File: config.mk
export PLATFORM = sky130hd
export DESIGN_NAME = multi_mode_run_length_packer
export DESIGN_NICKNAME = d
export VERILOG_FILES = /design/src/hdl/mmrlp_pkg.sv /design/src/hdl/mmrlp_front.sv /design/src/hdl/mmrlp_fifo.sv /design/src/hdl/mmrlp_back.sv /design/src/hdl/multi_mode_run_length_packer.sv
export SDC_FILE = /design/constraint.sdc
export NUM_CORES = 1
export LEC_CHECK = 0
export ABC_CLOCK_PERIOD_IN_PS = 5000
export BUFFER_PORTS_ARGS = -buffer_cell sky130_fd_sc_hd__buf_4
export CAP_MARGIN = 40
export CELL_PAD_IN_SITES_DETAIL_PLACEMENT = 2
export CELL_PAD_IN_SITES_GLOBAL_PLACEMENT = 2
export CORE_ASPECT_RATIO = 0.8
export CORE_UTILIZATION = 40
export DETAILED_ROUTE_END_ITERATION = 6
export GPL_TIMING_DRIVEN = 0
export PLACE_DENSITY_LB_ADDON = 0.1
export REMOVE_ABC_BUFFERS = 1
export SLEW_MARGIN = 20
export SYNTH_ARGS = -nofsm -noshare
export SYNTH_HDL_FRONTEND = slang
export SYNTH_SLANG_ARGS = --single-unit
export TNS_END_PERCENT = 50
File: constraint.sdc
create_clock -name i_clk -period 5 [get_ports i_clk]
set_input_delay 0.25 -clock i_clk [delete_from_list [all_inputs] [get_ports i_clk]]
set_output_delay 0.25 -clock i_clk [all_outputs]
set_load 0.02 [all_outputs]
File: src/hdl/mmrlp_pkg.sv
// Shared types, codes and constants for the multi-mode run-length packer.
package mmrlp_pkg;

    localparam int QUEUE_DEPTH = 4;
    localparam int CFG_IDX_W   = 2;
    localparam int CFG_DATA_W  = 8;
    localparam int REC_BYTES   = 5;
    localparam int RUN_SLOTS   = 4;

    typedef enum logic [2:0] {
        MODE_RAW   = 3'd0,
        MODE_RLE88 = 3'd1,
        MODE_RLE48 = 3'd2,
        MODE_RLE28 = 3'd3,
        MODE_RLE44 = 3'd4,
        MODE_RLE26 = 3'd5,
        MODE_HALF  = 3'd6,
        MODE_ZERO  = 3'd7
    } t_mode;

    typedef enum logic [CFG_IDX_W-1:0] {
        CFG_MODE      = 2'd0,
        CFG_OFFSET    = 2'd1,
        CFG_DIFF_PREV = 2'd2,
        CFG_UNUSED    = 2'd3
    } t_cfg_idx;

    typedef struct packed {
        logic [7:0] data_byte;
        logic [7:0] prev_byte;
        logic       end_of_element;
    } t_in;

    typedef struct packed {
        logic [7:0] out_byte;
        logic       out_last;
    } t_out;

    typedef struct packed {
        t_mode      mode;
        logic [7:0] offset;
        logic       diff_prev;
    } t_cfg;

    // One packed group as it leaves the front: up to five bytes, sent in order.
    typedef struct packed {
        logic [REC_BYTES-1:0][7:0] bytes;
        logic [2:0]                len;
        logic                      last;
    } t_rec;

    typedef logic [RUN_SLOTS-1:0][7:0] t_run_bytes;
    typedef logic [RUN_SLOTS-1:0][8:0] t_run_cnts;

endpackage

File: src/hdl/mmrlp_front.sv
// Front end: forms the value, tracks runs and builds one packed group record per flush.
module mmrlp_front (
    input  logic               i_clk,
    input  logic               i_rst_n,
    input  mmrlp_pkg::t_cfg    i_cfg,
    input  logic               i_clear,
    input  logic               i_valid,
    output logic               o_ready,
    input  mmrlp_pkg::t_in     i_data,
    input  logic               i_q_full,
    output logic               o_q_push,
    output mmrlp_pkg::t_rec    o_q_rec
);

    function automatic mmrlp_pkg::t_rec build_rec(
        input mmrlp_pkg::t_mode      m,
        input mmrlp_pkg::t_run_bytes b,
        input mmrlp_pkg::t_run_cnts  c,
        input logic [1:0]            slot,
        input logic                  last
    );
        mmrlp_pkg::t_rec r;
        r      = '0;
        r.last = last;
        case (m)
            mmrlp_pkg::MODE_RLE44: begin
                r.len      = 3'd1;
                r.bytes[0] = {b[0][3:0], c[0][3:0]};
            end
            mmrlp_pkg::MODE_RLE26: begin
                r.len      = 3'd1;
                r.bytes[0] = {b[0][5:0], c[0][1:0]};
            end
            mmrlp_pkg::MODE_RLE88: begin
                r.len      = 3'd2;
                r.bytes[0] = c[0][7:0];
                r.bytes[1] = b[0];
            end
            mmrlp_pkg::MODE_RLE48: begin
                r.len      = (slot == 2'd0) ? 3'd2 : 3'd3;
                r.bytes[0] = {((slot == 2'd0) ? 4'h0 : c[1][3:0]), c[0][3:0]};
                r.bytes[1] = b[0];
                r.bytes[2] = b[1];
            end
            default: begin
                r.len = {1'b0, slot} + 3'd2;
                for (int k = 0; k < mmrlp_pkg::RUN_SLOTS; k++) begin
                    if (k <= int'(slot)) begin
                        r.bytes[0][2*k +: 2] = c[k][1:0];
                    end
                    r.bytes[k+1] = b[k];
                end
            end
        endcase
        return r;
    endfunction

    mmrlp_pkg::t_run_bytes r_bytes, n_bytes;
    mmrlp_pkg::t_run_cnts  r_cnts, n_cnts;
    logic [1:0]            r_slot, n_slot;
    logic                  r_open, n_open;
    logic                  r_half_v, n_half_v;
    logic [3:0]            r_half_nib, n_half_nib;
    mmrlp_pkg::t_rec       r_hold, n_hold;
    logic                  r_hold_v, n_hold_v;

    logic            accept;
    logic [7:0]      v;
    logic [8:0]      maxrun;
    logic            group_end;
    logic            push_a, push_b;
    mmrlp_pkg::t_rec rec_a, rec_b;

    assign o_ready = !r_hold_v && !i_q_full;
    assign accept  = i_valid && o_ready;
    assign v = i_data.data_byte - i_cfg.offset
             - (i_cfg.diff_prev ? i_data.prev_byte : 8'd0);

    always_comb begin
        case (i_cfg.mode)
            mmrlp_pkg::MODE_RLE88: begin maxrun = 9'd256; group_end = 1'b1;            end
            mmrlp_pkg::MODE_RLE48: begin maxrun = 9'd16;  group_end = (r_slot >= 2'd1); end
            mmrlp_pkg::MODE_RLE28: begin maxrun = 9'd4;   group_end = (r_slot == 2'd3); end
            mmrlp_pkg::MODE_RLE44: begin maxrun = 9'd16;  group_end = 1'b1;            end
            default:               begin maxrun = 9'd4;   group_end = 1'b1;            end
        endcase
    end

    always_comb begin
        n_bytes    = r_bytes;
        n_cnts     = r_cnts;
        n_slot     = r_slot;
        n_open     = r_open;
        n_half_v   = r_half_v;
        n_half_nib = r_half_nib;
        push_a     = 1'b0;
        push_b     = 1'b0;
        rec_a      = '0;
        rec_b      = '0;
        if (accept) begin
            case (i_cfg.mode)
                mmrlp_pkg::MODE_RAW: begin
                    push_a         = 1'b1;
                    rec_a.len      = 3'd1;
                    rec_a.bytes[0] = v;
                    rec_a.last     = i_data.end_of_element;
                end
                mmrlp_pkg::MODE_ZERO: begin
                end
                mmrlp_pkg::MODE_HALF: begin
                    if (r_half_v) begin
                        push_a         = 1'b1;
                        rec_a.len      = 3'd1;
                        rec_a.bytes[0] = {v[3:0], r_half_nib};
                        rec_a.last     = i_data.end_of_element;
                        n_half_v       = 1'b0;
                        n_half_nib     = 4'h0;
                    end else if (i_data.end_of_element) begin
                        push_a         = 1'b1;
                        rec_a.len      = 3'd1;
                        rec_a.bytes[0] = {4'h0, v[3:0]};
                        rec_a.last     = 1'b1;
                    end else begin
                        n_half_v   = 1'b1;
                        n_half_nib = v[3:0];
                    end
                end
                default: begin
                    if (!r_open) begin
                        n_slot     = 2'd0;
                        n_bytes[0] = v;
                        n_cnts[0]  = 9'd1;
                        n_open     = 1'b1;
                    end else if (r_cnts[r_slot] >= maxrun || r_bytes[r_slot] != v) begin
                        if (group_end) begin
                            push_a = 1'b1;
                            rec_a  = build_rec(i_cfg.mode, r_bytes, r_cnts, r_slot, 1'b0);
                            n_slot = 2'd0;
                        end else begin
                            n_slot = r_slot + 2'd1;
                        end
                        n_bytes[n_slot] = v;
                        n_cnts[n_slot]  = 9'd1;
                    end else begin
                        n_cnts[r_slot] = r_cnts[r_slot] + 9'd1;
                    end
                    if (i_data.end_of_element) begin
                        push_b = 1'b1;
                        rec_b  = build_rec(i_cfg.mode, n_bytes, n_cnts, n_slot, 1'b1);
                        n_bytes = '0;
                        n_cnts  = '0;
                        n_slot  = 2'd0;
                        n_open  = 1'b0;
                    end
                end
            endcase
        end
    end

    // A second group from the same item waits in the hold register until the queue can take it.
    always_comb begin
        n_hold   = r_hold;
        n_hold_v = r_hold_v;
        o_q_push = 1'b0;
        o_q_rec  = rec_a;
        if (r_hold_v) begin
            o_q_rec = r_hold;
            if (!i_q_full) begin
                o_q_push = 1'b1;
                n_hold_v = 1'b0;
            end
        end else if (push_a) begin
            o_q_push = 1'b1;
            if (push_b) begin
                n_hold   = rec_b;
                n_hold_v = 1'b1;
            end
        end else if (push_b) begin
            o_q_push = 1'b1;
            o_q_rec  = rec_b;
        end
    end

    always_ff @(posedge i_clk) begin
        if (!i_rst_n || i_clear) begin
            r_bytes    <= '0;
            r_cnts     <= '0;
            r_slot     <= '0;
            r_open     <= 1'b0;
            r_half_v   <= 1'b0;
            r_half_nib <= '0;
            r_hold_v   <= 1'b0;
        end else begin
            r_bytes    <= n_bytes;
            r_cnts     <= n_cnts;
            r_slot     <= n_slot;
            r_open     <= n_open;
            r_half_v   <= n_half_v;
            r_half_nib <= n_half_nib;
            r_hold_v   <= n_hold_v;
        end
    end

    always_ff @(posedge i_clk) begin
        r_hold <= n_hold;
    end

endmodule

File: src/hdl/mmrlp_fifo.sv
// Short queue of group records between the front and the back end.
module mmrlp_fifo #(
    parameter int DEPTH = mmrlp_pkg::QUEUE_DEPTH
) (
    input  logic            i_clk,
    input  logic            i_rst_n,
    input  logic            i_push,
    input  mmrlp_pkg::t_rec i_rec,
    output logic            o_full,
    input  logic            i_pop,
    output logic            o_valid,
    output mmrlp_pkg::t_rec o_rec
);

    localparam int PTR_W = (DEPTH > 1) ? $clog2(DEPTH) : 1;
    localparam int CNT_W = $clog2(DEPTH + 1);

    mmrlp_pkg::t_rec  r_mem [DEPTH];
    logic [PTR_W-1:0] r_wptr, r_rptr;
    logic [CNT_W-1:0] r_cnt;

    logic do_push, do_pop;

    assign o_full  = (r_cnt == CNT_W'(DEPTH));
    assign o_valid = (r_cnt != '0);
    assign o_rec   = r_mem[r_rptr];
    assign do_push = i_push && !o_full;
    assign do_pop  = i_pop && o_valid;

    function automatic logic [PTR_W-1:0] inc_ptr(input logic [PTR_W-1:0] p);
        return (p == PTR_W'(DEPTH - 1)) ? '0 : p + PTR_W'(1);
    endfunction

    always_ff @(posedge i_clk) begin
        if (!i_rst_n) begin
            r_wptr <= '0;
            r_rptr <= '0;
            r_cnt  <= '0;
        end else begin
            if (do_push) begin
                r_wptr <= inc_ptr(r_wptr);
            end
            if (do_pop) begin
                r_rptr <= inc_ptr(r_rptr);
            end
            if (do_push && !do_pop) begin
                r_cnt <= r_cnt + CNT_W'(1);
            end else if (do_pop && !do_push) begin
                r_cnt <= r_cnt - CNT_W'(1);
            end
        end
    end

    always_ff @(posedge i_clk) begin
        if (do_push) begin
            r_mem[r_wptr] <= i_rec;
        end
    end

endmodule

File: src/hdl/mmrlp_back.sv
// Back end: sends the bytes of each group record one per transaction.
module mmrlp_back (
    input  logic            i_clk,
    input  logic            i_rst_n,
    input  logic            i_rec_valid,
    input  mmrlp_pkg::t_rec i_rec,
    output logic            o_pop,
    output logic            o_valid,
    input  logic            i_ready,
    output mmrlp_pkg::t_out o_data
);

    mmrlp_pkg::t_rec r_cur;
    logic            r_cur_v;
    logic [2:0]      r_idx;

    logic take, done, load;

    assign o_valid = r_cur_v;
    assign take    = r_cur_v && i_ready;
    assign done    = (r_idx == r_cur.len - 3'd1);
    assign load    = i_rec_valid && (!r_cur_v || (take && done));
    assign o_pop   = load;

    always_comb begin
        o_data.out_byte = r_cur.bytes[0];
        for (int k = 1; k < mmrlp_pkg::REC_BYTES; k++) begin
            if (r_idx == 3'(k)) begin
                o_data.out_byte = r_cur.bytes[k];
            end
        end
        o_data.out_last = r_cur.last && done;
    end

    always_ff @(posedge i_clk) begin
        if (!i_rst_n) begin
            r_cur_v <= 1'b0;
            r_idx   <= '0;
        end else if (load) begin
            r_cur_v <= 1'b1;
            r_idx   <= '0;
        end else if (take) begin
            if (done) begin
                r_cur_v <= 1'b0;
                r_idx   <= '0;
            end else begin
                r_idx <= r_idx + 3'd1;
            end
        end
    end

    always_ff @(posedge i_clk) begin
        if (load) begin
            r_cur <= i_rec;
        end
    end

endmodule

File: src/hdl/multi_mode_run_length_packer.sv
// Top level of the multi-mode run-length packer with its configuration registers.
// The packer takes one element byte per transaction, subtracts the offset and
// optionally the previous-frame byte, and packs the result in the selected mode
// (raw, five run-length variants, nibble packing, or an empty body). The front
// end accepts one item per cycle unless the group queue is full or the hold
// register keeps an item's second group. The output port sends one packed byte
// per cycle while the receiver is ready, so the output side sets the sustained
// rate: an item produces 0 to 7 bytes, and the group queue of QUEUE_DEPTH
// records absorbs bursts. Writing the mode register abandons the element in
// progress; registers are to be written while the block is idle.
module multi_mode_run_length_packer #(
    parameter int QUEUE_DEPTH = mmrlp_pkg::QUEUE_DEPTH
) (
    input  logic                                i_clk,
    input  logic                                i_rst_n,
    input  logic                                i_cfg_valid,
    output logic                                o_cfg_ready,
    input  logic [mmrlp_pkg::CFG_IDX_W-1:0]     i_cfg_index,
    input  logic [mmrlp_pkg::CFG_DATA_W-1:0]    i_cfg_data,
    input  logic                                i_valid,
    output logic                                o_ready,
    input  mmrlp_pkg::t_in                      i_data,
    output logic                                o_valid,
    input  logic                                i_ready,
    output mmrlp_pkg::t_out                     o_data
);

    mmrlp_pkg::t_cfg r_cfg;
    logic            cfg_wr;
    logic            mode_wr;

    logic            q_push, q_full, q_pop, q_valid;
    mmrlp_pkg::t_rec q_in, q_out;

    assign o_cfg_ready = 1'b1;
    assign cfg_wr      = i_cfg_valid;
    assign mode_wr     = cfg_wr && (i_cfg_index == mmrlp_pkg::CFG_MODE);

    always_ff @(posedge i_clk) begin
        if (!i_rst_n) begin
            r_cfg.mode      <= mmrlp_pkg::MODE_RAW;
            r_cfg.offset    <= '0;
            r_cfg.diff_prev <= 1'b0;
        end else if (cfg_wr) begin
            case (i_cfg_index)
                mmrlp_pkg::CFG_MODE:      r_cfg.mode      <= mmrlp_pkg::t_mode'(i_cfg_data[2:0]);
                mmrlp_pkg::CFG_OFFSET:    r_cfg.offset    <= i_cfg_data[7:0];
                mmrlp_pkg::CFG_DIFF_PREV: r_cfg.diff_prev <= i_cfg_data[0];
                default: begin
                end
            endcase
        end
    end

    mmrlp_front u_front (
        .i_clk    (i_clk),
        .i_rst_n  (i_rst_n),
        .i_cfg    (r_cfg),
        .i_clear  (mode_wr),
        .i_valid  (i_valid),
        .o_ready  (o_ready),
        .i_data   (i_data),
        .i_q_full (q_full),
        .o_q_push (q_push),
        .o_q_rec  (q_in)
    );

    mmrlp_fifo #(
        .DEPTH (QUEUE_DEPTH)
    ) u_fifo (
        .i_clk   (i_clk),
        .i_rst_n (i_rst_n),
        .i_push  (q_push),
        .i_rec   (q_in),
        .o_full  (q_full),
        .i_pop   (q_pop),
        .o_valid (q_valid),
        .o_rec   (q_out)
    );

    mmrlp_back u_back (
        .i_clk       (i_clk),
        .i_rst_n     (i_rst_n),
        .i_rec_valid (q_valid),
        .i_rec       (q_out),
        .o_pop       (q_pop),
        .o_valid     (o_valid),
        .i_ready     (i_ready),
        .o_data      (o_data)
    );

endmodule

# Word level (Yosys, flattened, before mapping)
# Memories as Yosys holds them, arrays and structs flattened. A register that Yosys moved wholly into a read port is not among the register bits.
# Index checks and enable logic that the tools add are counted.
[word_totals]
reg_bits = 144
ram_bits = 176
output_inout_bits = 12
elab_cells = 227
mem_count = 1
[classes]
addsub = 12
magnitude_cmp = 12
n_eq_ne = 20
n_mux = 99
bitwise_logic = 6
reduce_logical = 46
[memory_table]
columns = ["name", "depth", "word_bits", "read_ports", "rd_clocked_by_memory_dff", "wr", "line_no", "rtl"]
rows = [
  ["u_fifo.r_mem", 4, 44, 1, 1, 1, "mmrlp_fifo.sv:18", "mmrlp_pkg::t_rec r_mem [DEPTH];"],
]
[op_table]
columns = ["cell", "count"]
rows = [
  ["44-bit two-way mux", 10],
  ["8-bit two-way mux", 13],
  ["32-bit two-way mux", 3],
  ["11-bit one-hot mux with 4 select lines", 2],
  ["36-bit two-way mux", 2],
  ["36-bit bitwise mux", 1],
  ["9-bit demux with 2-bit select", 2],
  ["2-bit two-way mux", 18],
  ["9-bit two-way mux", 4],
  ["12-bit one-hot mux with 3 select lines", 1],
  ["32-bit AND", 1],
  ["32-bit bitwise mux", 1],
  ["16-bit two-way mux", 2],
  ["32-bit NOT", 1],
  ["27-bit two-way mux", 1],
  ["1-bit two-way mux", 24],
  ["24-bit two-way mux", 1],
  ["9-bit binary-select mux with 2-bit select", 1],
  ["3-bit == test, second input constant", 6],
  ["9-bit one-hot mux with 2 select lines", 1],
  ["8-bit binary-select mux with 2-bit select", 1],
  ["8-bit demux with 2-bit select", 1],
  ["4-bit two-way mux", 4],
  ["8-bit subtractor", 2],
  ["other kinds (35)", 92],
]

# Depth between registers and ports, before layout
# Gate-level depths: netlist of run 1.
[depth]
depth_word = 25
mapped_depth = 22
mapped_depth_nobuf = 20

# Modules after synthesis
# A second synthesis of run 1 with hierarchy kept.
[hier_totals]
hier_cells = 1533
area_unflattened_um2 = 18287.5
[by_module_without_submodules]
columns = ["mod", "n_inst", "cells_per_inst", "area_each_um2"]
rows = [
  ["mmrlp_front", 1, 1059, 8847.2],
  ["mmrlp_fifo", 1, 281, 6889.1],
  ["mmrlp_back", 1, 141, 2054.5],
  ["multi_mode_run_length_packer", 1, 52, 496.7],
]

# Worst setup path after synthesis of run 1
# Ideal clock, no wire load.
[synth_timing]
path_kind = "register to register"
from = "register r_cfg[0] (netlist name)"
to = "memory u_fifo.r_mem[0][0] (netlist name) (enable)"
setup_time_ns = 0.459
arrival_time_ns = 4.910
t_required_ns = 4.541
slack_ns = -0.368
path_stages_with_launch = 18
synth_period_minus_slack_ns = 5.368
path_cell_list = "dfxtp_1 -> clkbuf_1 -> and2_1 -> fa_1 -> inv_1 -> ha_1 -> nor2_1 -> fa_1 -> nand2b_1 -> a2111o_1 -> o211ai_1 -> xor2_1 -> or4_4 -> o31ai_4 -> a21oi_4 -> o31a_1 -> buf_6 -> and2_1"
[synth_via]
elab_chain_cells = 13
[synth_lines]
columns = ["item", "line_no", "rtl"]
rows = [
  ["start, declared", "multi_mode_run_length_packer.sv:28", "mmrlp_pkg::t_cfg r_cfg;"],
  ["8-bit two-way mux", "mmrlp_front.sv:77", "- (i_cfg.diff_prev ? i_data.prev_byte : 8'd0);"],
  ["8-bit subtractor", "mmrlp_front.sv:77", ""],
  ["8-bit != test", "mmrlp_front.sv:134", "end else if (r_cnts[r_slot] >= maxrun || r_bytes[r_slot] != v) begin"],
  ["1-bit logical OR", "mmrlp_front.sv:134", ""],
  ["1-bit two-way mux", "mmrlp_front.sv:134", ""],
  ["1-bit two-way mux", "mmrlp_front.sv:129", "if (!r_open) begin"],
  ["1-bit one-hot mux with 3 select lines", "mmrlp_front.sv:101", "case (i_cfg.mode)"],
  ["1-bit two-way mux", "mmrlp_front.sv:100", "if (accept) begin"],
  ["1-bit two-way mux", "mmrlp_front.sv:172", "end else if (push_a) begin"],
  ["1-bit two-way mux", "mmrlp_front.sv:166", "if (r_hold_v) begin"],
  ["1-bit logical AND", "mmrlp_fifo.sv:27", "assign do_push = i_push && !o_full;"],
  ["named net u_fifo.do_push", "mmrlp_fifo.sv:22", "logic do_push, do_pop;"],
  ["1-bit two-way mux", "mmrlp_fifo.sv:55", "if (do_push) begin"],
  ["1-bit two-way mux (not written as such)", "mmrlp_fifo.sv:56", "r_mem[r_wptr] <= i_rec;"],
  ["end, declared", "mmrlp_fifo.sv:18", ""],
]
# The timed path passes the listed nets, and every way through them passes these cells.

==> results of run 1 <==
[routing by layer]
| layer | up-vias | global-route usage, % | share of wire (%) | wire length (microns) |
|---|---|---|---|---|
| li1 | 5702 | - | - | - |
| met1 | 7000 | 41.2 | 44 | 29200 |
| met2 | 530 | 48.4 | 47 | 31700 |
| met3 | 119 | 3.66 | 6.2 | 4160 |
| met4 | 0 | 8.79 | 2.8 | 1860 |
| met5 | - | 0 | 0 | 0 |
[kinds of logic (layout without fill, tap and decap cells)]
kind of cell,count (synthesis),after routing,synth area share [%]
AOI/OAI and AO/OA,333,333,13.5
xor gates and xnor gates,31,31,1.62
adders and majority gates,38,38,3.04
buffers and inverters,144,275,3.40
DFF,364,364,56.4
muxes,101,101,10.2
other,1,1,0.0213
and+or+nand+nor,443,443,11.8
[worst register-to-register path: stages, from the launching register on]
cell	delay, ps
dfxtp_4	360
and2_4	140
fa_1	570
ha_2	200
nor2_2	50
fa_2	410
nand2b_4	180
a2111o_1	370
o211ai_1	240
buf_4	280
xor2_4	100
or4_4	490
o31ai_4	290
or3_4	190
o32ai_4	110
a222oi_1	920
inv_1	140
buf_6	170
[path summary, 6_finish.rpt]
kind | to | slack (ps) | depth (start not counted)
max reg2reg | u_fifo.r_mem[0][23] | -440 | 17
min | u_back.o_valid | 30 | 4
min reg2reg | u_front.r_cnts[8] | 490 | 2
max | u_fifo.r_mem[0][23] | -440 | 17
[registers in the layout (all words and copies together) (netlist names)]
name                count
u_back.r_cur           44
u_fifo.r_rptr           2
r_cfg                  12
u_front.r_slot          2
u_fifo.r_mem          176
u_front.r_bytes        32
u_fifo.r_wptr           2
u_front.r_cnts         36
u_front.r_half_v        1
u_fifo.r_cnt            3
u_front.r_hold         44
u_front.r_half_nib      4
u_back.r_idx            3
u_front.r_hold_v        1
u_front.r_open          1
u_back.o_valid          1
[layout by cell type, fill, tap and decap left out, types with 15 or more instances in the layout]
cell type / count
a21oi_1: 73
ha_1: 28
inv_1: 46
buf_6: 15
nor2b_1: 25
and2_1: 17
nor2_1: 193
o21ai_0: 24
buf_4: 102
edfxtp_1: 264
nand2_1: 103
mux4_2: 62
clkbuf_16: 41
nor3_1: 18
nand3_1: 18
dfxtp_1: 92
mux2i_1: 29
a22oi_1: 72
[timing repair]
action	in CTS	in global routing
cloned	4	0
endpoints found under the hold margin	12	0
setup endpoints to repair	501	369
gates resized for setup	120	16
hold buffers	8	0
pin swaps	43	12
setup buffers	52	15
[synthesized netlist by cell type (11+ instances only)]
| cell type | number |
|---|---|
| nand3_1 | 19 |
| nor2_1 | 196 |
| inv_1 | 48 |
| xnor2_1 | 15 |
| and2_1 | 23 |
| a221o_1 | 11 |
| ha_1 | 30 |
| a22oi_1 | 74 |
| nor2b_1 | 25 |
| edfxtp_1 | 264 |
| a31oi_1 | 11 |
| o21ai_0 | 34 |
| a21oi_1 | 81 |
| clkbuf_1 | 70 |
| mux4_2 | 62 |
| nand2_1 | 106 |
| o211ai_1 | 13 |
| dfxtp_1 | 100 |
| xor2_1 | 15 |
| a2bb2oi_1 | 11 |
| mux2i_1 | 38 |
| nor3_1 | 18 |
| nand2b_1 | 14 |
[area by class of cell]
class	count	area (sq um)
tap	560	701
sequential	364	9950
timing repair buffer	153	1630
clock inverter	23	224
multi-input combinational	947	7760
inverter	49	188
fill	4149	21700
clock buffer	50	1090
[power groups by stage]
stage          Sequential (mW)  Combinational, mW  Clock [mW]
2_1_floorplan             4.03               1.13           0
3_3_place_gp              4.14               1.70           0
3_5_place_dp              4.05               2.00           0
4_1_cts                   3.99               2.20        3.07
5_1_grt                   4.03               2.39        3.19
6_report                  4.00               2.26        3.06
==> results.md, run 1 <==
Timing:
- After layout, the worst setup slack is -436 ps.
- The total of endpoints with negative setup slack in the final report is 333.
- Clock skew on the completed layout was measured at 16.6 ps.
- The final critical path takes up 109% of the cycle.
- The tightest hold margin is 34.5 ps.
- Static timing analysis puts the maximum clock frequency at 184 MHz.
- The final critical-path required period is 5440 ps.
- Measured against its own limit, the worst slew margin works out to 23.8%.
- After routing, the total negative slack on setup checks comes to -48980 ps.
- The number of max-slew violations in the final report is 0.
- The number of endpoints with negative hold slack in the final report is 0.
- At the pin with the least slew margin, the transition time is 1140 ps.
- Setup repair after global routing could not meet its margin everywhere.

Critical path:
- The cell type of the slowest stage on the worst timing path is a222oi_1.
- The most critical setup path has its startpoint at r_cfg[0].
- For this run, the slowest stage of the critical path takes 920 ps.
- The family of cells with the greatest summed delay on the critical path is compound AO/OA/AOI/OAI gates.
- The worst setup path is captured at a register.
- Traced cell by cell, the critical path runs through and2_4 -> fa_1 -> ha_2 -> nor2_2 -> fa_2 -> nand2b_4 -> a2111o_1 -> o211ai_1 -> buf_4 -> xor2_4 -> or4_4 -> o31ai_4 -> or3_4 -> o32ai_4 -> a222oi_1 -> inv_1 -> buf_6.
- The highest net fanout along the worst path is 4.
- The worst setup path is launched from a register.
- The reg-to-reg critical path startpoint is r_cfg[0].
- The path type of the worst setup path is reg2reg.
- Data on the critical path arrives at its endpoint at 5750 ps.
- The required time of the worst setup path is 5310 ps.
- The buffers plus inverters on the worst setup path is 3.

Power and ir drop:
- The internal power contribution is 6.44 mW.
- Power comes to 9.32 mW.
- The static leakage power is 7.23 nW.
- Of the total power, the clock network draws 32.8%.
- For this design the ratio of total power to cell area is 433 nW/um^2.
- Of the total power, registers draw 42.9%.
- The power dissipated by switching net loads is 2.88 mW.
- The power share of the combinational group is 24.3%.
- Of the total power, the share spent switching nets is 30.9%.
- The highest ir drop seen on vdd is 0.291 mV.

Detailed routing:
- After detailed routing, the number of remaining DRC violations is 0.
- The first-pass iteration count of the detailed router is 6.
- The routed design has 67.0 mm of wire.
- The number of DRC markers after the initial detailed-route iteration is 1317.
- The routed via count is 13400.
- The remaining antenna violation count is 0.
- The post-detailed-route via-to-cell ratio is 6.22.
- The routed wire length per instance is 31.2 microns.

GRT:
- The largest net degree at the start of global routing is 62.
- Across every metal layer, demand over resource in global routing totals 29.5%.
- The number of global-route vias before repair was 14200.
- The first global-routing pass estimated 96.9 mm of wire.
- The initial antenna violation count is 1.
- The total congestion overflow is 0.

Outcome:
- The checks that failed: setup timing.
- The flow ran to the end, but the final reports show violations.

Layout:
- The post-layout instance area is 21500 sq um.
- For this run, the number of standard cells in the final layout without fillers is 2146.
- For this run, the post-layout net count is 1625.
- Cells fill 49.8% of the core in the end.
- The layout overhead on the synthesized area is 22.4%.
- The number of antenna repair diodes is 0.
- In the final layout, the share of cells above drive strength 1 is 24.3%.

Placed design:
- The count of input and output buffers is 42.
- In this run the cell area measured after placement is 18700 sq um.
- Routability-driven placement finished with a final weighted congestion of 0.892.
- The cell total after placement is 1988.
- Timing analysis after detailed placement gives a worst setup slack of -1600 ps.
- The total half-perimeter wirelength after legalization and detailed placement is 42.4 mm.

Yosys:
- The cell count after synthesis came out at 1455.
- After synthesis the cells add up to 17600 sq um.
- Averaged over all synthesized cells, the footprint is 12.1 sq um.
- The number of flops mapped to enable cells by yosys is 264.
- In this run the biggest area consumer among cell types represents 45.0% of the synthesized area.
- Of the synthesized area, sequential elements account for 56.4%.
- The largest area contributor in the netlist is edfxtp_1.
- By area the synthesized netlist is led by edfxtp_1 (45%), dfxtp_1 (11%), mux4_2 (7.9%).
- Counting flops and latches in the post-synthesis netlist gives 364.
- For this run, the leading register cell type out of synthesis is edfxtp_1.
- The number of synthesis warnings is 0.
- Of all flip-flops after synthesis, the portion carrying an async set or reset was 0%.
- The synthesized netlist contains 85 unique library cells.

Die:
- The core region is 43200 sq um.
- The height of the chip is 190 microns.
- 44 I/O pins were placed.
- The horizontal die dimension is 237 microns.
- The die covers 44800 sq um.
- After floorplanning, the core was divided into 68 placement rows.
- Once the floorplan was initialized, standard cells occupied 40.7% of the core.

CTS:
- The clock sink count is 364.
- Clock tree synthesis selected as its root buffer the cell clkbuf_16.
- The number of levels the H-tree was split into is 2.
- The clock latency reported for the late side of the worst-skew pair is 560 ps.
- The maximum root-to-sink buffer count is 3.
- The number of CTS-inserted buffers is 40.
- Clock-pin slew was measured on the worst setup and hold paths at 60 ps.
- The TritonCTS clock tree is done.

Worst hold path:
- The worst hold path begins at i_ready.
- The class of the worst hold path is in2reg.

Job:
- The tool flagged a number of max-cap violations equal to 0.
Note: power is estimated with default switching activity, not from simulation.
==> inputs of run 2 (changes only) <==
Settings changed: ABC_CLOCK_PERIOD_IN_PS 5000 to 5400, CELL_PAD_IN_SITES_DETAIL_PLACEMENT 2 to 1, CELL_PAD_IN_SITES_GLOBAL_PLACEMENT 2 to 1, CORE_UTILIZATION 40 to 52, CTS_CLUSTER_DIAMETER set to 50.
Clock period 5 ns to 5.4 ns, I/O delays scaled along.
==> results.md, run 2 (same netlist as run 1, synthesis figures left out) <==
GRT:
- The number of global-route vias before repair came to 13100 (-7.6%).
- The met3 usage in global routing is 5.83% (+2.2 points).
- The global routing stage identified its most utilized layer as met2.
- The initial antenna violation count is 0 (-1).
- The largest net degree at the start of global routing came to 63 (+1.6%).
- The met1 routing resource usage after global routing is 45.4% (+4.2 points).
- The total congestion overflow is 0 (unchanged).
- The first-pass GRT wire length was 81.5 mm (-16%).
- The met2 routing resource usage after global routing is 48.7% (+0.29 points).
- The global-route usage over all layers came to 31.3% (+1.8 points).

Outcome:
- The flow ran to the end, but the final reports show violations.
- The final reports fail on setup timing.

Timing:
- The final critical-path required period is 5400 ps (-34.2 ps).
- The worst clock skew on the final layout is 21.8 ps (+5.14 ps).
- The slew at the pin with the worst max-slew slack was 989 ps (-154 ps).
- The number of max-slew violations in the final report is 0 (unchanged).
- Setup repair after global routing could not meet its margin everywhere.
- The maximum frequency from static timing analysis is 185 MHz (+0.63%).
- The worst path setup slack after routing is -1.85 ps (+434 ps).
- The number of endpoints with negative hold slack in the final report is 0 (unchanged).
- The tightest hold margin is 62.8 ps (+28.4 ps).
- The total of endpoints with negative setup slack in the final report was 4 (-99%).
- The fraction of the cycle the final worst path needs came to 100% (-8.7 points).
- The remaining max-slew budget at the tightest pin is 34.1% (+10 points).

Detailed routing:
- The post-route DRC violation count is 0 (unchanged).
- The final wirelength is 53.6 mm (-20%).
- The first-pass iteration count of the detailed router is 5 (-1).
- The routed via count is 12900 (-3.5%).
- The number of DRC markers after the initial detailed-route iteration came to 1477 (+12%).
- The routed wire length per instance is 27.1 microns (-13%).
- The post-detailed-route via-to-cell ratio is 6.51 (+4.6%).
- The remaining antenna violation count is 0 (unchanged).

CTS:
- The number of levels the H-tree was split into was 2 (unchanged).
- The clock transition at the registers of the reported paths came to 60 ps (about the same).
- The number of CTS-inserted buffers is 41 (+2.5%).
- The CTS root buffer is clkbuf_16.
- The maximum root-to-sink buffer count came to 3 (unchanged).
- TritonCTS built the clock tree.
- The clock latency reported for the late side of the worst-skew pair was 550 ps (about the same).
- The clock sink count is 364 (unchanged).

Critical path:
- The register-to-register setup slack is -2 ps (+430 ps).
- The endpoint type of the worst setup path is a register.
- The number of cells on the critical path is 17 (unchanged).
- The depth of the worst register-to-register path came to 17 (unchanged).
- STA classifies the critical path startpoint as a register.
- On the critical path, the stage with the largest delay is an instance of a222oi_1.
- The buffers plus inverters on the worst setup path is 3 (unchanged).
- The worst setup path is of the reg2reg kind.
- The highest net fanout along the worst path was 6 (+2).
- Counting stages on the worst path, the most repeated cell is inv_1.
- The worst endpoint data arrival time is 5630 ps (-120 ps).
- The family of cells with the greatest summed delay on the critical path is compound AO/OA/AOI/OAI gates.
- Walking the worst path, the cells encountered are and2_4 -> fa_1 -> inv_1 -> ha_2 -> nor2_2 -> fa_2 -> nand2b_4 -> a2111o_1 -> o211ai_1 -> buf_4 -> xor2_4 -> or4_4 -> o31ai_4 -> or3_4 -> o32ai_4 -> a222oi_1 -> inv_1.
- The critical path's largest stage delay is 800 ps (-120 ps).
- The reg-to-reg critical path startpoint is r_cfg[0].
- The capture instance of the worst register-to-register path is u_fifo.r_mem[2][27].
- The required time of the worst setup path is 5630 ps (+320 ps).

Die:
- The core region area is 32900 sq um (-24%).
- The height of the chip is 167 microns (-12%).
- The initial core utilization came to 53.5% (+13 points).
- The number of rows in the core area was 59 (-13%).
- The area enclosed by the die boundary is 34600 sq um (-23%).
- The total I/O pin count was 44 (unchanged).
- The horizontal die dimension is 208 microns (-12%).

Placed design:
- The cell area after placement came to 18400 sq um (-2.0%).
- The final weighted congestion in routability-driven placement came to 0.974 (+9.2%).
- The total half-perimeter wirelength after legalization and detailed placement is 36.1 mm (-15%).
- The count of input and output buffers is 42 (unchanged).

Job:
- The number of max-cap violations is 0 (unchanged).

Layout:
- The most common library cell in the layout ignoring fill and taps is edfxtp_1.
- The layout overhead on the synthesized area is 15.9%.
- The flip-flop count of the largest register after layout is 176 (unchanged).
- The post-layout instance area is 20400 sq um (-5.3%).
- The top cell types in the final layout, fill and taps aside, are edfxtp_1 (264), nor2_1 (195), nand2_1 (105).
- The total area of sequential cells is 9950 sq um (about the same).
- The total number of nets in the final design came to 1592 (-2.0%).
- The footprint of the multi-input gates was 7400 sq um (-4.7%).
- The most flop-heavy register is u_fifo.r_mem.
- The largest registers in the layout are u_fifo.r_mem x176, u_back.r_cur x44, u_front.r_hold x44.
- The fraction of layout cells with a size suffix above 1 was 19.7% (-4.5 points).
- The filler cell count in the final layout was 3289 (-21%).

Power and ir drop:
- The power dissipated by switching net loads is 2.43 mW (-16%).
- The cell area power density is 402 nW/um^2 (-7.2%).
- The static leakage power was 6.87 nW (-5.0%).
- The internal power contribution was 5.76 mW (-11%).
- The total power after layout is 8.19 mW (-12%).
- The highest ir drop seen on vdd is 0.288 mV (-0.97%).
- The sequential power share was 45.3% (+2.4 points).
- The clock group share of total power is 32.6% (-0.2 points).
- The net switching fraction of the power came to 29.7% (-1.3 points).
- The power share of the combinational group is 22.1% (-2.2 points).

Worst hold path:
- The worst hold path belongs to the class in2reg.
- The launch point of the worst hold path is i_ready.
- The number of cells on the worst hold path is 4 (unchanged).
- The worst hold path terminates at u_back.o_valid.
run 2: area by class of cell:
| class | count | area share [%] |
|---|---|---|
| Sequential cell | 364 | 48.8 |
| Antenna cell | 1 | 0.0123 |
| Tap cell | 427 | 2.62 |
| Inverter | 49 | 0.902 |
| Timing Repair Buffer | 119 | 5.24 |
| Clock inverter | 18 | 0.730 |
| Clock buffer | 54 | 5.48 |
| Multi-Input combinational cell | 947 | 36.3 |
run 2: per-layer routing:
layer	up-vias	share of wire (%)
li1	5630	-
met1	6599	44
met2	565	46
met3	90	8.2
met4	0	2.3
met5	-	0
run 2: timing repair:
action / 4_1_cts / 5_1_grt
hold buffers: 8 / 0
endpoints found under the setup margin: 414 / 159
gates resized for setup: 27 / 28
setup buffers: 17 / 24
endpoints found under the hold margin: 9 / 0
pin swaps: 11 / 14
run 2: worst max-delay path by stage:
stage,startpoint,end
after floorplan,r_cfg[0],u_fifo.r_mem[0][0]
after global placement,r_cfg[0],u_fifo.r_mem[3][38]
after detailed placement,r_cfg[0],u_fifo.r_mem[3][27]
after CTS,r_cfg[0],u_fifo.r_mem[3][31]
after global routing,r_cfg[0],u_fifo.r_mem[2][25]
final,r_cfg[0],u_fifo.r_mem[2][27]
run 2: stage by stage:
step                      instances  TNS [ps]  worst slack [ps]  util [%]
final                          1979     -6.49             -1.85      62.0
after global routing           1978     -1980              -106      62.0
after CTS                      1946         0              7.72      60.7
after detailed placement       1849   -155630              -917      55.8
after global placement         1829   -623130             -2260      54.8
after floorplan                1360    -15410             -87.5         -
run 2: power by group through the flow:
| stage | Clock (mW) | Combinational (mW) | Sequential [mW] |
|---|---|---|---|
| after global placement | 0 | 1.54 | 3.82 |
| after detailed placement | 0 | 1.70 | 3.76 |
| after floorplan | 0 | 1.05 | 3.73 |
| after global routing | 2.80 | 1.95 | 3.75 |
| after CTS | 2.70 | 1.76 | 3.72 |
| final | 2.67 | 1.81 | 3.71 |
run 2: tightest hold or removal path: stages:
cell      delay (ps)
buf_4             90
nand2_1           50
nand2_1           80
a21boi_0          70
==> inputs of run 3 (changes only) <==
Settings changed: CORE_UTILIZATION 52 to 53, CTS_BUF_LIST set to sky130_fd_sc_hd__clkbuf_4, GPL_ROUTABILITY_DRIVEN set to 0.
==> results.md, run 3 (same netlist as run 1, synthesis figures left out) <==
GRT:
- The largest net degree at the start of global routing came to 64 (+1.6%).
- The global-route usage over all layers was 33.1% (+1.8 points).
- The initial antenna violation count is 3 (+3).
- The met1 routing resource usage after global routing was 45.3% (-0.094 points).
- The met2 routing resource usage after global routing is 51.1% (+2.4 points).
- The met3 usage in global routing is 7.89% (+2.1 points).
- The busiest metal layer after global routing is met2.
- The total congestion overflow is 0 (unchanged).
- The first-pass GRT wire length is 83.0 mm (+1.8%).
- The number of global-route vias before repair is 13700 (+4.7%).

Detailed routing:
- The routed via count is 13500 (+4.8%).
- The post-route DRC violation count is 0 (unchanged).
- The final wirelength was 55.7 mm (+3.8%).
- The first-pass iteration count of the detailed router is 5 (unchanged).
- The routed wire length per instance is 26.8 microns (-1.0%).
- The remaining antenna violation count is 0 (unchanged).
- The post-detailed-route via-to-cell ratio was 6.51 (about the same).
- The number of DRC markers after the initial detailed-route iteration came to 1303 (-12%).

Critical path:
- The path type of the worst setup path is reg2reg.
- The worst endpoint data arrival time is 6060 ps (+430 ps).
- The critical path's largest stage delay came to 1160 ps (+360 ps).
- The required time of the worst setup path was 5810 ps (+180 ps).
- The buffers plus inverters on the worst setup path is 2 (-1).
- Grouping stages by cell kind, the critical path spends the most delay in compound AO/OA/AOI/OAI gates.
- Walking the worst path, the cells encountered are and2_4 -> fa_1 -> ha_2 -> nor2_2 -> fa_2 -> nand2b_4 -> a2111o_1 -> o211ai_1 -> buf_4 -> xor2_4 -> or4_4 -> o31ai_4 -> or3_4 -> o32ai_4 -> a222oi_1 -> inv_1.
- The worst setup path is captured at a register.
- The cell type of the slowest stage on the worst timing path is a222oi_1.
- The worst setup path is launched from a register.
- The highest net fanout along the worst path is 5 (-1).

Power and ir drop:
- The cell area power density is 397 nW/um^2 (-1.1%).
- The static leakage power is 7.01 nW (+2.0%).
- The highest ir drop seen on vdd is 0.266 mV (-7.8%).
- The total power after layout is 8.09 mW (-1.2%).

CTS:
- The number of levels the H-tree was split into was 3 (+1).
- The clock latency reported for the late side of the worst-skew pair came to 790 ps (+240 ps).
- The clock sink count is 364 (unchanged).
- The number of CTS-inserted buffers was 92 (+120%).
- The clock transition at the registers of the reported paths is 60 ps (about the same).
- The TritonCTS clock tree is done.
- The maximum root-to-sink buffer count is 3 (unchanged).
- The tree is rooted in a clkbuf_4.

Timing:
- The number of endpoints with negative hold slack in the final report is 0 (unchanged).
- The slew at the pin with the worst max-slew slack is 1490 ps (+498 ps).
- The number of max-slew violations in the final report is 0 (unchanged).
- The final critical-path required period is 5650 ps (+250 ps).
- The fraction of the cycle the final worst path needs is 105% (+4.6 points).
- The total of endpoints with negative setup slack in the final report is 4 (unchanged).
- The worst clock skew on the final layout is 79.9 ps (+58.1 ps).
- The remaining max-slew budget at the tightest pin came to 0.896% (-33 points).
- The worst path setup slack after routing came to -252 ps (-250 ps).
- Setup repair after global routing could not meet its margin everywhere.
- The maximum frequency from static timing analysis was 177 MHz (-4.4%).

Die:
- The total I/O pin count is 44 (unchanged).
- The number of rows in the core area came to 59 (unchanged).
- The initial core utilization is 53.9% (+0.48 points).
- The area enclosed by the die boundary came to 33900 sq um (-1.9%).
- The horizontal die dimension was 206 microns (-0.94%).
- The height of the chip is 165 microns (-0.93%).
- The core region area is 32600 sq um (-0.90%).

Layout:
- The total number of nets in the final design was 1642 (+3.1%).
- The core utilization of the finished layout is 62.5% (+0.53 points).
- The largest registers in the layout are u_fifo.r_mem x176, u_back.r_cur x44, u_front.r_hold x44.
- The footprint of the multi-input gates is 7330 sq um (-0.93%).
- The fraction of layout cells with a size suffix above 1 is 23.4% (+3.7 points).
- The total area of sequential cells is 9950 sq um (unchanged).
- The library cells used most frequently in the layout, excluding fill and tap cells, are edfxtp_1 (264), nor2_1 (195), clkbuf_4 (150).
- The filler cell count in the final layout is 3270 (-0.58%).
- The layout overhead on the synthesized area was 15.9% (about the same).
- The flip-flop count of the largest register after layout was 176 (unchanged).
- The library cell used most frequently in the layout, excluding fill and tap cells, is edfxtp_1.
- The most flop-heavy register is u_fifo.r_mem.

Worst hold path:
- The class of the worst hold path is in2reg.

Outcome:
- The flow ran to the end, but the final reports show violations.
- The final reports fail on setup timing.

Job:
- The number of max-cap violations is 0 (unchanged).

Placed design:
- The count of input and output buffers is 42 (unchanged).
- The total half-perimeter wirelength after legalization and detailed placement came to 35.7 mm (-1.1%).
[run 3: cell count changes in the layout (fill, tap and decap cells not counted), moves of 3 or more]
cell	delta
inv_6	-5
clkbuf_16	-43
clkbuf_1	-11
clkbuf_4	+149
buf_4	-16
clkinv_1	+12
buf_12	+3
clkinv_2	-4
dlygate4sd3_1	+13
[run 3: where the power goes]
group	switching, mW	total (mW)	internal [mW]
registers	0.221	3.71	3.49
logic	1.09	1.83	0.744
clock network	1.17	2.56	1.39
total	2.47	8.09	5.62
[run 3: per-layer routing]
metal | part of all wire [%] | vias to the layer above
li1 | - | 5780
met1 | 41 | 6859
met2 | 46 | 714
met3 | 9.5 | 152
met4 | 3.4 | 2
met5 | 0.0072 | -
[run 3: final timing paths]
| kind | depth (start not counted) | endpoint | startpoint | slack [ps] |
|---|---|---|---|---|
| min | 4 | r_cfg[9] | i_cfg_valid | 90 |
| max | 16 | u_fifo.r_mem[0][23] | r_cfg[0] | -250 |
| max reg2reg | 16 | u_fifo.r_mem[0][23] | r_cfg[0] | -250 |
| min reg2reg | 2 | u_front.r_cnts[32] | u_front.r_cnts[32] | 510 |
[run 3: stage by stage]
stage | cell area (sq um) | std cells | worst slack [ps] | TNS [ps] | hold WS (ps)
floorplan | 17200 | 1360 | -87.5 | -15410 | 392
global route | 20400 | 2076 | -168 | -878 | 130
finish | 20400 | 2076 | -252 | -976 | 87.1
detailed placement | 18400 | 1851 | -1050 | -140490 | 484
global placement | 18000 | 1829 | -2090 | -589690 | 465
CTS | 20200 | 2061 | 66.0 | 0 | 51.5
[run 3: worst min-delay path: cells and delay by family]
kind / cells / cell delay, ps
AND/OR/NAND/NOR: 2 / 260
buffers and inverters: 1 / 120
multiplexers: 1 / 160
[run 3: cell type report]
| type | count | share of cell area, % |
|---|---|---|
| timing repair buffer | 118 | 5.43 |
| sequential | 364 | 48.8 |
| clock buffer | 149 | 5.49 |
| clock inverter | 21 | 0.822 |
| antenna | 1 | 0.0123 |
| tap | 427 | 2.62 |
| multi-input combinational | 947 | 35.9 |
| inverter | 49 | 0.902 |
[run 3: what timing repair did]
action,CTS,global route
pin swaps,9,11
cloned,0,0
buffers inserted,19,9
resized for setup,24,21
hold buffers,21,0
endpoints found under the hold margin,24,0
endpoints found under the setup margin,387,77
